## config.mk

```make
export PLATFORM = sky130hd
export DESIGN_NAME = size_class_chunk_allocator
export DESIGN_NICKNAME = d
export VERILOG_FILES = /design/src/hw/rtl/sccal_pkg.sv /design/src/hw/rtl/sccal_ram.sv /design/src/hw/rtl/sccal_csr.sv /design/src/hw/rtl/size_class_chunk_allocator.sv
export VERILOG_INCLUDE_DIRS = /design/src /design/src/hw/rtl
export SDC_FILE = /design/constraint.sdc
export NUM_CORES = 2
export LEC_CHECK = 0
export ABC_AREA = 1
export ABC_CLOCK_PERIOD_IN_PS = 6100
export BUFFER_PORTS_ARGS = -buffer_cell sky130_fd_sc_hd__buf_4
export CORE_UTILIZATION = 50
export DETAILED_ROUTE_END_ITERATION = 10
export GPL_TIMING_DRIVEN = 0
export PLACE_DENSITY_LB_ADDON = 0.1
export SLEW_MARGIN = 20
export SYNTH_ARGS = -nofsm -noshare
export SYNTH_HDL_FRONTEND = slang
export SYNTH_SLANG_ARGS = --single-unit
```

## constraint.sdc

```tcl
create_clock -name clock -period 6.1 [get_ports clock]
set_input_delay 0.61 -clock clock [delete_from_list [all_inputs] [get_ports clock]]
set_output_delay 0.61 -clock clock [all_outputs]
set_load 0.1 [all_outputs]
```

## src/hw/rtl/size_class_chunk_allocator_assert.svh

```systemverilog
// ----------------------------------------------------------------------------
// size class chunk allocator assertion macros
// concurrent checks on the allocator clock, dropped in synthesis builds
// ----------------------------------------------------------------------------
`ifndef SIZE_CLASS_CHUNK_ALLOCATOR_ASSERT_SVH
`define SIZE_CLASS_CHUNK_ALLOCATOR_ASSERT_SVH

`ifndef SYNTH
// plain property checked every clock outside reset
`define SCCA_ASSERT(lbl, prop) \
   lbl: assert property (@(posedge clock) disable iff (reset) (prop)) \
      else $error("allocator check failed");
// implication checked every clock outside reset
`define SCCA_ASSERT_IMP(lbl, ante, cons) \
   lbl: assert property (@(posedge clock) disable iff (reset) (ante) |-> (cons)) \
      else $error("allocator check failed");
`else
`define SCCA_ASSERT(lbl, prop)
`define SCCA_ASSERT_IMP(lbl, ante, cons)
`endif

`endif

```

## src/hw/rtl/sccal_pkg.sv

```systemverilog
// ----------------------------------------------------------------------------
// sccal_pkg
// shared types, codes and class tables of the size class chunk allocator
// ----------------------------------------------------------------------------
`default_nettype none

package sccal_pkg;

   localparam int NumBlocks = 32;
   localparam int BlkW      = $clog2(NumBlocks);
   localparam int NumClass  = 3;
   localparam int OffW      = 10;

   // command codes
   localparam logic [2:0] CMD_ALLOC  = 3'd0;
   localparam logic [2:0] CMD_FREE   = 3'd1;
   localparam logic [2:0] CMD_SIZE   = 3'd2;
   localparam logic [2:0] CMD_GROW   = 3'd3;
   localparam logic [2:0] CMD_SHRINK = 3'd4;

   // status codes
   localparam logic [1:0] STAT_OK      = 2'd0;
   localparam logic [1:0] STAT_NOSPACE = 2'd1;
   localparam logic [1:0] STAT_BADADDR = 2'd2;
   localparam logic [1:0] STAT_REFUSED = 2'd3;

   // register indexes
   localparam logic [1:0] REG_MAX_SMALL  = 2'd0;
   localparam logic [1:0] REG_MAX_MEDIUM = 2'd1;
   localparam logic [1:0] REG_MAX_LARGE  = 2'd2;
   localparam logic [1:0] REG_POOL_LIMIT = 2'd3;

   typedef struct packed {
      logic [2:0]  cmd;
      logic [10:0] request_bytes;
      logic        may_wait;
      logic [14:0] chunk_address;
   } req_type;

   typedef struct packed {
      logic [1:0]  status;
      logic [14:0] result_address;
      logic [9:0]  chunk_bytes;
      logic        wake;
      logic [5:0]  pool_blocks;
   } rsp_type;

   typedef struct packed {
      logic [NumClass-1:0][5:0] max_blocks;
      logic [5:0]               pool_limit;
   } cfg_type;

   // one block slot as kept in the block memory
   typedef struct packed {
      logic [1:0]  cls;
      logic [31:0] bitmap;
      logic [5:0]  free_cnt;
   } entry_type;

   typedef enum logic [2:0] {
      S_IDLE,
      S_EXEC,
      S_WR,
      S_POOL,
      S_OUT
   } state_type;

   function automatic logic [9:0] class_bytes(input logic [1:0] c);
      logic [9:0] r;
      unique case (c)
         2'd0:    r = 10'd32;
         2'd1:    r = 10'd128;
         default: r = 10'd512;
      endcase
      return r;
   endfunction

   function automatic logic [3:0] class_shift(input logic [1:0] c);
      logic [3:0] r;
      unique case (c)
         2'd0:    r = 4'd5;
         2'd1:    r = 4'd7;
         default: r = 4'd9;
      endcase
      return r;
   endfunction

   // chunks per block, capped at the bitmap width
   function automatic logic [5:0] class_chunks(input logic [1:0] c);
      logic [5:0] r;
      unique case (c)
         2'd0:    r = 6'd32;
         2'd1:    r = 6'd8;
         default: r = 6'd2;
      endcase
      return r;
   endfunction

   // index of the lowest set bit
   function automatic logic [BlkW-1:0] first_set(input logic [NumBlocks-1:0] v);
      logic [BlkW-1:0] r;
      r = '0;
      for (int i = NumBlocks - 1; i >= 0; i--) begin
         if (v[i]) begin
            r = BlkW'(i);
         end
      end
      return r;
   endfunction

endpackage

`default_nettype wire

```

## src/hw/rtl/sccal_ram.sv

```systemverilog
// ----------------------------------------------------------------------------
// sccal_ram
// generic single write, single read ram with registered read data
// ----------------------------------------------------------------------------
`default_nettype none

module sccal_ram #(
   parameter int Width = 8,
   parameter int Depth = 32
) (
   input  wire logic                     clock,
   input  wire logic                     wr_en,
   input  wire logic [$clog2(Depth)-1:0] wr_addr,
   input  wire logic [Width-1:0]         wr_data,
   input  wire logic                     rd_en,
   input  wire logic [$clog2(Depth)-1:0] rd_addr,
   output logic      [Width-1:0]         rd_data
);

   logic [Width-1:0] mem [Depth];

   // write port and registered read port
   always_ff @(posedge clock) begin
      if (wr_en) begin
         mem[wr_addr] <= wr_data;
      end
      if (rd_en) begin
         rd_data <= mem[rd_addr];
      end
   end

endmodule

`default_nettype wire

```

## src/hw/rtl/sccal_csr.sv

```systemverilog
// ----------------------------------------------------------------------------
// sccal_csr
// apb register file holding class block limits and the pool limit
// ----------------------------------------------------------------------------
`default_nettype none

module sccal_csr
   import sccal_pkg::*;
(
   input  wire logic        clock,
   input  wire logic        reset,
   input  wire logic        psel,
   input  wire logic        penable,
   input  wire logic        pwrite,
   input  wire logic [3:0]  paddr,
   input  wire logic [31:0] pwdata,
   output logic      [31:0] prdata,
   output logic             pready,
   output cfg_type          cfg
);

   cfg_type    cfg_ff, cfg_in;
   logic       wr_beat;
   logic [1:0] reg_idx;

   assign pready  = 1'b1;
   assign wr_beat = psel & penable & pwrite;
   assign reg_idx = paddr[3:2];
   assign cfg     = cfg_ff;

   // register write
   always_comb begin
      cfg_in = cfg_ff;
      if (wr_beat) begin
         unique case (reg_idx)
            REG_MAX_SMALL:  cfg_in.max_blocks[0] = pwdata[5:0];
            REG_MAX_MEDIUM: cfg_in.max_blocks[1] = pwdata[5:0];
            REG_MAX_LARGE:  cfg_in.max_blocks[2] = pwdata[5:0];
            default:        cfg_in.pool_limit    = pwdata[5:0];
         endcase
      end
   end

   // read mux
   always_comb begin
      unique case (reg_idx)
         REG_MAX_SMALL:  prdata = {26'd0, cfg_ff.max_blocks[0]};
         REG_MAX_MEDIUM: prdata = {26'd0, cfg_ff.max_blocks[1]};
         REG_MAX_LARGE:  prdata = {26'd0, cfg_ff.max_blocks[2]};
         default:        prdata = {26'd0, cfg_ff.pool_limit};
      endcase
   end

   always_ff @(posedge clock) begin
      if (reset) begin
         cfg_ff.max_blocks[0] <= 6'd2;
         cfg_ff.max_blocks[1] <= 6'd4;
         cfg_ff.max_blocks[2] <= 6'd32;
         cfg_ff.pool_limit    <= 6'd25;
      end else begin
         cfg_ff <= cfg_in;
      end
   end

endmodule

`default_nettype wire

```

## src/hw/rtl/size_class_chunk_allocator.sv

```systemverilog
// ----------------------------------------------------------------------------
// size_class_chunk_allocator
// chunk allocator over 32 block slots of 1024 bytes with three size classes
// ----------------------------------------------------------------------------
// One command is worked on at a time. Alloc, free and size query go through
// decode and block pick with the block memory read, bitmap modify and write
// back, result register load and return to idle. An unknown command or a
// refused grow or shrink goes from decode straight to the result register
// load. Grow and shrink move one block slot per cycle through the pool loop
// before the result register load. Per-block owner class, bitmap and free
// count live in one 40-bit by 32 entry memory with a single read and write
// port; per-slot flag vectors pick the lowest suitable block. A result waits
// in the result register load while the output register still holds an
// earlier result on rsp_stall. No clearing pass is needed after reset.
`default_nettype none

module size_class_chunk_allocator
   import sccal_pkg::*;
(
   input  wire logic        clock,
   input  wire logic        reset,
   input  wire logic        req_valid,
   output logic             req_stall,
   input  wire req_type     req_payload,
   output logic             rsp_valid,
   input  wire logic        rsp_stall,
   output rsp_type          rsp_payload,
   input  wire logic        psel,
   input  wire logic        penable,
   input  wire logic        pwrite,
   input  wire logic [3:0]  paddr,
   input  wire logic [31:0] pwdata,
   output logic      [31:0] prdata,
   output logic             pready
);

`include "size_class_chunk_allocator_assert.svh"

   cfg_type cfg;

   state_type state_ff, state_in;
   req_type   req_ff, req_in;

   logic [NumBlocks-1:0]                absent_ff, absent_in;
   logic [NumBlocks-1:0]                unas_ff, unas_in;
   logic [NumBlocks-1:0]                valid_ff, valid_in;
   logic [NumClass-1:0][NumBlocks-1:0]  avail_ff, avail_in;
   logic [NumClass-1:0][5:0]            cls_cnt_ff, cls_cnt_in;
   logic [NumClass-1:0][9:0]            cls_free_ff, cls_free_in;
   logic [5:0]                          pool_ff, pool_in;
   logic                                waiter_ff, waiter_in;

   logic            sel_found_ff, sel_found_in;
   logic            sel_new_ff, sel_new_in;
   logic [1:0]      sel_cls_ff, sel_cls_in;
   logic [BlkW-1:0] sel_blk_ff, sel_blk_in;
   logic [2:0]      loop_ff, loop_in;
   logic            ent_valid_ff, ent_valid_in;

   logic [1:0]  res_status_ff, res_status_in;
   logic [14:0] res_addr_ff, res_addr_in;
   logic [9:0]  res_bytes_ff, res_bytes_in;
   logic        res_wake_ff, res_wake_in;

   logic    rsp_valid_ff, rsp_valid_in;
   rsp_type rsp_ff, rsp_in;

   logic            mem_we, mem_re;
   logic [BlkW-1:0] mem_waddr, mem_raddr;
   entry_type       mem_wdata, mem_rdata;

   // alloc pick
   logic            pick_found, pick_new;
   logic [1:0]      pick_cls;
   logic [BlkW-1:0] pick_blk;

   // write back helpers
   entry_type       ent;
   logic [1:0]      ecls;
   logic [5:0]      chunks;
   logic [5:0]      cur_free;
   logic [4:0]      bit_j;
   logic [31:0]     new_bm;
   logic [5:0]      new_free;
   logic [BlkW-1:0] addr_blk;
   logic [9:0]      chunk_idx;
   logic            idx_ok;
   logic            req_beat, out_free;
   logic [6:0]      pool_cnt;

   sccal_csr u_csr (
      .clock   (clock),
      .reset   (reset),
      .psel    (psel),
      .penable (penable),
      .pwrite  (pwrite),
      .paddr   (paddr),
      .pwdata  (pwdata),
      .prdata  (prdata),
      .pready  (pready),
      .cfg     (cfg)
   );

   sccal_ram #(
      .Width ($bits(entry_type)),
      .Depth (NumBlocks)
   ) u_blk_ram (
      .clock   (clock),
      .wr_en   (mem_we),
      .wr_addr (mem_waddr),
      .wr_data (mem_wdata),
      .rd_en   (mem_re),
      .rd_addr (mem_raddr),
      .rd_data (mem_rdata)
   );

   assign req_stall   = (state_ff != S_IDLE);
   assign req_beat    = req_valid & ~req_stall;
   assign out_free    = ~rsp_valid_ff | ~rsp_stall;
   assign rsp_valid   = rsp_valid_ff;
   assign rsp_payload = rsp_ff;
   assign addr_blk    = req_ff.chunk_address[14:OffW];

   // lowest class that fits and has a block with room or may take a new one
   always_comb begin
      pick_found = 1'b0;
      pick_new   = 1'b0;
      pick_cls   = 2'd0;
      pick_blk   = '0;
      for (int c = NumClass - 1; c >= 0; c--) begin
         if ({1'b0, class_bytes(2'(c))} >= req_ff.request_bytes) begin
            if (|avail_ff[c]) begin
               pick_found = 1'b1;
               pick_new   = 1'b0;
               pick_cls   = 2'(c);
               pick_blk   = first_set(avail_ff[c]);
            end else if (cls_cnt_ff[c] < cfg.max_blocks[c] && |unas_ff) begin
               pick_found = 1'b1;
               pick_new   = 1'b1;
               pick_cls   = 2'(c);
               pick_blk   = first_set(unas_ff);
            end
         end
      end
   end

   // entry view and chunk math for the write back cycle
   always_comb begin
      ent       = (sel_new_ff && req_ff.cmd == CMD_ALLOC) ? '0 : mem_rdata;
      ecls      = (req_ff.cmd == CMD_ALLOC) ? sel_cls_ff : ent.cls;
      chunks    = class_chunks(ecls);
      cur_free  = sel_new_ff ? chunks : ent.free_cnt;
      bit_j     = first_set({1'b1, ~ent.bitmap[30:0]});
      new_bm    = ent.bitmap | (32'd1 << bit_j);
      new_free  = cur_free - 6'd1;
      chunk_idx = req_ff.chunk_address[OffW-1:0] >> class_shift(ecls);
      idx_ok    = ent_valid_ff && (chunk_idx < {4'd0, chunks});
      pool_cnt  = (req_ff.cmd == CMD_GROW) ?
                  ((pool_ff < 6'd8) ? 7'd4 : 7'd1) :
                  ((pool_ff <= 6'd8) ? 7'd4 : 7'd1);
   end

   // control and state update
   always_comb begin
      state_in      = state_ff;
      req_in        = req_ff;
      absent_in     = absent_ff;
      unas_in       = unas_ff;
      valid_in      = valid_ff;
      avail_in      = avail_ff;
      cls_cnt_in    = cls_cnt_ff;
      cls_free_in   = cls_free_ff;
      pool_in       = pool_ff;
      waiter_in     = waiter_ff;
      sel_found_in  = sel_found_ff;
      sel_new_in    = sel_new_ff;
      sel_cls_in    = sel_cls_ff;
      sel_blk_in    = sel_blk_ff;
      loop_in       = loop_ff;
      ent_valid_in  = ent_valid_ff;
      res_status_in = res_status_ff;
      res_addr_in   = res_addr_ff;
      res_bytes_in  = res_bytes_ff;
      res_wake_in   = res_wake_ff;
      rsp_valid_in  = rsp_valid_ff & rsp_stall;
      rsp_in        = rsp_ff;
      mem_we        = 1'b0;
      mem_waddr     = sel_blk_ff;
      mem_wdata     = ent;
      mem_re        = 1'b0;
      mem_raddr     = addr_blk;

      unique case (state_ff)
         S_IDLE: begin
            if (req_beat) begin
               req_in   = req_payload;
               state_in = S_EXEC;
            end
         end

         // decode, pick a block and start the memory read, or check the pool limit for grow and shrink
         S_EXEC: begin
            res_status_in = STAT_OK;
            res_addr_in   = '0;
            res_bytes_in  = '0;
            res_wake_in   = 1'b0;
            sel_found_in  = pick_found;
            sel_new_in    = pick_new;
            sel_cls_in    = pick_cls;
            sel_blk_in    = (req_ff.cmd == CMD_ALLOC) ? pick_blk : addr_blk;
            mem_raddr     = (req_ff.cmd == CMD_ALLOC) ? pick_blk : addr_blk;
            priority case (req_ff.cmd)
               CMD_ALLOC, CMD_FREE, CMD_SIZE: begin
                  mem_re       = 1'b1;
                  ent_valid_in = valid_ff[mem_raddr];
                  state_in     = S_WR;
               end
               CMD_GROW: begin
                  loop_in = pool_cnt[2:0];
                  if ({1'b0, pool_ff} + pool_cnt > {1'b0, cfg.pool_limit}) begin
                     res_status_in = STAT_REFUSED;
                     state_in      = S_OUT;
                  end else begin
                     state_in = S_POOL;
                  end
               end
               CMD_SHRINK: begin
                  loop_in = pool_cnt[2:0];
                  if ({1'b0, pool_ff} >= {1'b0, cfg.pool_limit} + pool_cnt) begin
                     res_status_in = STAT_REFUSED;
                     state_in      = S_OUT;
                  end else begin
                     state_in = S_POOL;
                  end
               end
               default: begin
                  res_status_in = STAT_REFUSED;
                  state_in      = S_OUT;
               end
            endcase
         end

         // modify the block entry and write it back, or only check it for a size query
         S_WR: begin
            state_in = S_OUT;
            priority case (req_ff.cmd)
               CMD_ALLOC: begin
                  if (sel_found_ff) begin
                     mem_we    = 1'b1;
                     mem_wdata = '{cls: sel_cls_ff, bitmap: new_bm, free_cnt: new_free};
                     valid_in[sel_blk_ff] = 1'b1;
                     avail_in[sel_cls_ff][sel_blk_ff] = (new_free != 6'd0);
                     cls_free_in[sel_cls_ff] = cls_free_ff[sel_cls_ff] - 10'd1 +
                        (sel_new_ff ? {4'd0, chunks} : 10'd0);
                     if (sel_new_ff) begin
                        unas_in[sel_blk_ff]    = 1'b0;
                        cls_cnt_in[sel_cls_ff] = cls_cnt_ff[sel_cls_ff] + 6'd1;
                     end
                     res_addr_in  = {sel_blk_ff, {OffW{1'b0}}} +
                                    (15'(bit_j) << class_shift(sel_cls_ff));
                     res_bytes_in = class_bytes(sel_cls_ff);
                  end else begin
                     res_status_in = STAT_NOSPACE;
                     if (req_ff.may_wait) begin
                        waiter_in = 1'b1;
                     end
                  end
               end
               CMD_FREE: begin
                  if (idx_ok && ent.bitmap[chunk_idx[4:0]]) begin
                     mem_we    = 1'b1;
                     mem_wdata = '{cls: ent.cls,
                                   bitmap: ent.bitmap & ~(32'd1 << chunk_idx[4:0]),
                                   free_cnt: ent.free_cnt + 6'd1};
                     avail_in[ent.cls][sel_blk_ff] = 1'b1;
                     cls_free_in[ent.cls] = cls_free_ff[ent.cls] + 10'd1;
                     if (waiter_ff) begin
                        res_wake_in = 1'b1;
                        waiter_in   = 1'b0;
                     end
                  end else begin
                     res_status_in = STAT_BADADDR;
                  end
               end
               default: begin
                  if (idx_ok) begin
                     res_bytes_in = class_bytes(ent.cls);
                  end else begin
                     res_status_in = STAT_BADADDR;
                  end
               end
            endcase
         end

         // move one block slot into or out of the pool each cycle
         S_POOL: begin
            if (loop_ff == 3'd0) begin
               state_in = S_OUT;
            end else if (req_ff.cmd == CMD_GROW) begin
               if (|absent_ff) begin
                  absent_in[first_set(absent_ff)] = 1'b0;
                  unas_in[first_set(absent_ff)]   = 1'b1;
                  pool_in = pool_ff + 6'd1;
                  loop_in = loop_ff - 3'd1;
               end else begin
                  state_in = S_OUT;
               end
            end else begin
               if (|unas_ff && pool_ff != 6'd0) begin
                  unas_in[first_set(unas_ff)]   = 1'b0;
                  absent_in[first_set(unas_ff)] = 1'b1;
                  pool_in = pool_ff - 6'd1;
                  loop_in = loop_ff - 3'd1;
               end else begin
                  state_in = S_OUT;
               end
            end
         end

         // hand the result to the output register once it is free
         S_OUT: begin
            if (out_free) begin
               rsp_valid_in = 1'b1;
               rsp_in       = '{status: res_status_ff, result_address: res_addr_ff,
                                chunk_bytes: res_bytes_ff, wake: res_wake_ff,
                                pool_blocks: pool_ff};
               state_in     = S_IDLE;
            end
         end

         default: begin
            state_in = S_IDLE;
         end
      endcase
   end

   // control registers
   always_ff @(posedge clock) begin
      if (reset) begin
         state_ff     <= S_IDLE;
         absent_ff    <= '1;
         unas_ff      <= '0;
         valid_ff     <= '0;
         avail_ff     <= '0;
         cls_cnt_ff   <= '0;
         cls_free_ff  <= '0;
         pool_ff      <= '0;
         waiter_ff    <= 1'b0;
         rsp_valid_ff <= 1'b0;
      end else begin
         state_ff     <= state_in;
         absent_ff    <= absent_in;
         unas_ff      <= unas_in;
         valid_ff     <= valid_in;
         avail_ff     <= avail_in;
         cls_cnt_ff   <= cls_cnt_in;
         cls_free_ff  <= cls_free_in;
         pool_ff      <= pool_in;
         waiter_ff    <= waiter_in;
         rsp_valid_ff <= rsp_valid_in;
      end
   end

   // payload registers
   always_ff @(posedge clock) begin
      req_ff        <= req_in;
      sel_found_ff  <= sel_found_in;
      sel_new_ff    <= sel_new_in;
      sel_cls_ff    <= sel_cls_in;
      sel_blk_ff    <= sel_blk_in;
      loop_ff       <= loop_in;
      ent_valid_ff  <= ent_valid_in;
      res_status_ff <= res_status_in;
      res_addr_ff   <= res_addr_in;
      res_bytes_ff  <= res_bytes_in;
      res_wake_ff   <= res_wake_in;
      rsp_ff        <= rsp_in;
   end

   // checks
   `SCCA_ASSERT(a_slot_disjoint, (absent_ff & unas_ff) == '0)
   `SCCA_ASSERT(a_pool_sum, 8'($countones(unas_ff)) + {2'd0, cls_cnt_ff[0]} + {2'd0, cls_cnt_ff[1]} + {2'd0, cls_cnt_ff[2]} == {2'd0, pool_ff})
   `SCCA_ASSERT_IMP(a_wr_state, mem_we, state_ff == S_WR)
   `SCCA_ASSERT_IMP(a_out_load, state_ff == S_OUT && out_free, rsp_valid_in)
   `SCCA_ASSERT_IMP(a_avail_owned, state_ff == S_IDLE, (avail_ff[0] & ~valid_ff) == '0)

endmodule

`default_nettype wire

```

==> impl_metrics.csv <==
group,metric,value,unit
outcome,status,"completed",
floorplanning,io_pins,142,
critical_path,critPathLaunchType,"flop",
min_path,hold_path_depth,3,
critical_path,r2r_slack,0.07,ns
min_path,hold_start,"pwdata[2]",
final_layout,nFillCells,13400,
min_path,hold_path.class,"primary input to flop",
yosys,ys_warn_count,0,
floorplanning,die_w,400,um
cts,cts-root-buf,"clkbuf_16",
pwr,totalPowerFinal,31000,uW
grt,grt_util_met1,45.1,%
floorplanning,die_h,400,um
pwr,p_clk_share,34.4,%
critical_path,reg2reg_to,"u_blk_ram.mem[5][10]",
yosys,yosysTopAreaCell,"edfxtp_1",
yosys,synthTopCellsByArea,"edfxtp_1 53%, nand3_1 9.7%, nand2_1 9.5%",
route,drt_iter0_drc,8092,
floorplanning,core.rowCount,145,
grt,grt_usage,33.3,%
timing,skew,0.0248,ns
final_layout,regArea,0.0471,mm2
min_path,hold_path_end,"u_csr.cfg[14]",
final_layout,nets,8993,
cts,cts_tree,"done",
timing,setup_viol,0,
yosys,syn_avg_cell_area,9.40,um2
timing,hold_viol,0,
yosys,synth_seq_cells,1649,
floorplanning,core_area,0.157,mm2
critical_path,reg2regPathDepth,24,
final_layout,drive_gt1_share,9.98,%
pwr,switching_power,10400,uW
critical_path,end_kind,"flop",
yosys,synth_top_area_share,53.3,%
final_layout,multi_input_area,0.0265,mm2
grt,grtUsageMet2,51.6,%
final_layout,mostFrequentLayoutCells,"2001 x nand2_1, 1540 x nand3_1, 1404 x edfxtp_1",
yosys,synth.cell_area,0.0791,mm2
grt,overflow,0,
final_layout,final_area,0.0920,mm2
critical_path,r2r_start,"req_ff[29]",
timing,slew_headroom,13.2,%
final_layout,instances_no_fill,11100,
critical_path,cp_max_fo,21,
placed_design,hpwl,194,mm
placed_design,place_inst,10700,
cts,clock_path_buffers,3,
critical_path,worst-endpoint-required,6.63,ns
placed_design,io_buffers,72,
placed_design,routabilityCongestion,1.03,
placed_design,dpl_cell_area,0.0857,mm2
pwr,peakVddDrop,296,uV
timing,drv_slew,0,
final_layout,syn2layout_area_growth,16.3,%
cts,clk_pin_slew,0.06,ns
floorplanning,initial_utilization,50.5,%
cts,htree_num_levels,4,
route,wl,271,mm
route,vias,64100,
timing,fmax,0.166,GHz
grt,grt_first_pass_wirelength,387,mm
route,wl_per_cell,24.4,um
grt,busiest_layer,"met2",
route,ant_nets,0,
timing,rsz0062_at_grt,"no",
cts,clkLatencyLatePin,0.82,ns
grt,use_met3,7.52,%
route,drc,0,
route,vias_per_cell,5.79,
pwr,powerDensity,337,mW/mm2
grt,grt_pass1_vias,59700,
pwr,swShare,33.5,%
job,drv_cap,0,
cts,cts_sinks,1649,
timing,worst_pin_slew,1.30,ns
critical_path,cp_data_arrival_time,6.56,ns
floorplanning,dieArea,0.160,mm2
final_layout,final_common_cell,"nand2_1",
timing,fin_crit_sh,98.9,%
critical_path,crit_type,"flop to flop",
timing,fin_hold_ws,0.0539,ns
pwr,internal_power,20600,uW
pwr,pwr-share-seq,41.1,%
pwr,leakagePower,0.0370,uW
route,dr.pass1.iters,8,
pwr,p_comb_share,24.5,%
grt,grt_max_degree,33,
timing,min_period,6.03,ns
yosys,synth_cells,8417,
grt,antenna_found_initial,16,
yosys,yosysSeqAreaShare,59.5,%
cts,numCtsBuffers,177,
yosys,ys_types,63,
[layer usage]
layer / share of wire [%] / up-vias
met2: 45 / 3187
li1: - / 29600
met3: 10 / 588
met4: 4.6 / 10
met5: 0.027 / -
met1: 40 / 30700
[cell usage after synthesis, drive strengths merged]
cell and number:
o2111ai 2, nor2 351, o211ai 16, a21o 2, and3 1, a32oi 3, nand3 1541, inv 1057
conb 2, a21boi 32, nand2 2005, clkbuf 233, a311oi 3, o31ai 4, o21a 37, o2111a 1
a41oi 2, o311ai 30, fa 2, nor4 10, a22oi 14, a32o 1, o21ai 259, dfxtp 245
o21bai 6, o221a 1, and2 1, or2 2, nand3b 160, xor2 11, o211a 80, o2bb2ai 1
a31oi 68, a2111oi 2, buf 291, clkinv 2, xnor2 8, nor3 25, ha 48, nand4 9
edfxtp 1404, o22ai 10, a21oi 353, o221ai 82
[power by group through the flow]
stage / registers, uW / logic, uW / clock network (uW)
2_1_floorplan: 13000 / 4160 / 0
3_3_place_gp: 13100 / 6910 / 0
3_5_place_dp: 13000 / 7330 / 0
4_1_cts: 12700 / 7390 / 10800
5_1_grt: 12800 / 8060 / 11200
6_report: 12800 / 7590 / 10700
[area by class of cell]
| class | count | area share [%] |
|---|---|---|
| Antenna cell | 3 | 0.00816 |
| Buffer | 524 | 2.71 |
| Clock buffer | 221 | 5.12 |
| Clock inverter | 109 | 1.10 |
| Inverter | 1059 | 4.33 |
| Multi-Input combinational cell | 5226 | 28.8 |
| Sequential cell | 1649 | 51.2 |
| Tap cell | 2058 | 2.80 |
| Timing Repair Buffer | 233 | 3.97 |
[worst max path at each step]
stage,from,end,slack [ns]
floorplan,req_ff[29],u_blk_ram.mem[0][0],0.59
global placement,req_ff[29],u_blk_ram.mem[9][16],-3.79
detailed placement,req_ff[18],u_blk_ram.rd_data[25],-0.44
CTS,u_csr.cfg[7],u_blk_ram.rd_data[7],0.09
global route,req_ff[29],u_blk_ram.mem[7][25],0.003
finish,req_ff[29],u_blk_ram.mem[5][10],0.07
[worst max-delay path: stages, from the launching register on]
cell,delay (ns)
edfxtp_1,0.45
nor2_2,0.28
inv_2,0.11
nor2_4,0.10
buf_6,0.19
inv_4,0.06
o21ai_4,0.31
nand2_2,0.22
o21a_1,0.26
nand2_1,0.16
inv_1,0.25
nand2_1,0.13
o2111ai_1,0.11
o22ai_1,0.26
nand2_1,0.12
o211ai_2,0.09
nand2_2,0.21
a21oi_4,0.30
inv_2,0.17
nor2_4,0.21
buf_6,0.20
a21oi_1,0.25
clkbuf_4,0.39
nor2_4,0.57
buf_12,0.27
[state kept, by name, indices dropped and copies added (netlist names), 6 cells and up]
register and count:
absent_ff 32, avail_ff 96, cls_cnt_ff 18, pool_ff 6, req_ff 20, res_addr_ff 14, rsp_payload 26, u_blk_ram.mem 1280
u_blk_ram.rd_data 40, u_csr.cfg 24, unas_ff 32, valid_ff 32
[stage by stage]
| stage | setup TNS [ns] | setup WS (ns) | utilization (%) |
|---|---|---|---|
| 4_1_cts | 0 | 0.0941 | 58.7 |
| 3_5_place_dp | -75.35 | -0.440 | 54.8 |
| 6_report | 0 | 0.0666 | 58.8 |
| 3_3_place_gp | -5741.23 | -3.79 | 52.6 |
| 5_1_grt | 0 | 0.00301 | 58.8 |
| 2_1_floorplan | 0 | 0.586 | - |
[cells by family after synthesis]
family / after synthesis / synth area share, %
and+or+nand+nor: 4105 / 22.8
DFF: 1649 / 59.5
buffers and inverters: 1583 / 8.12
AOI/OAI and AO/OA: 1009 / 8.52
adders and majority gates: 50 / 0.810
xor gates and xnor gates: 19 / 0.210
other: 2 / 0.00949
[repair_timing]
item	CTS	global route
hold buffers	21	0
setup buffers	16	5
cloned	1	3
endpoints found under the hold margin	21	0
setup endpoints to repair	528	276
pin swaps	10	6
gates resized for setup	6	18
(Power assumes the default switching activity.)
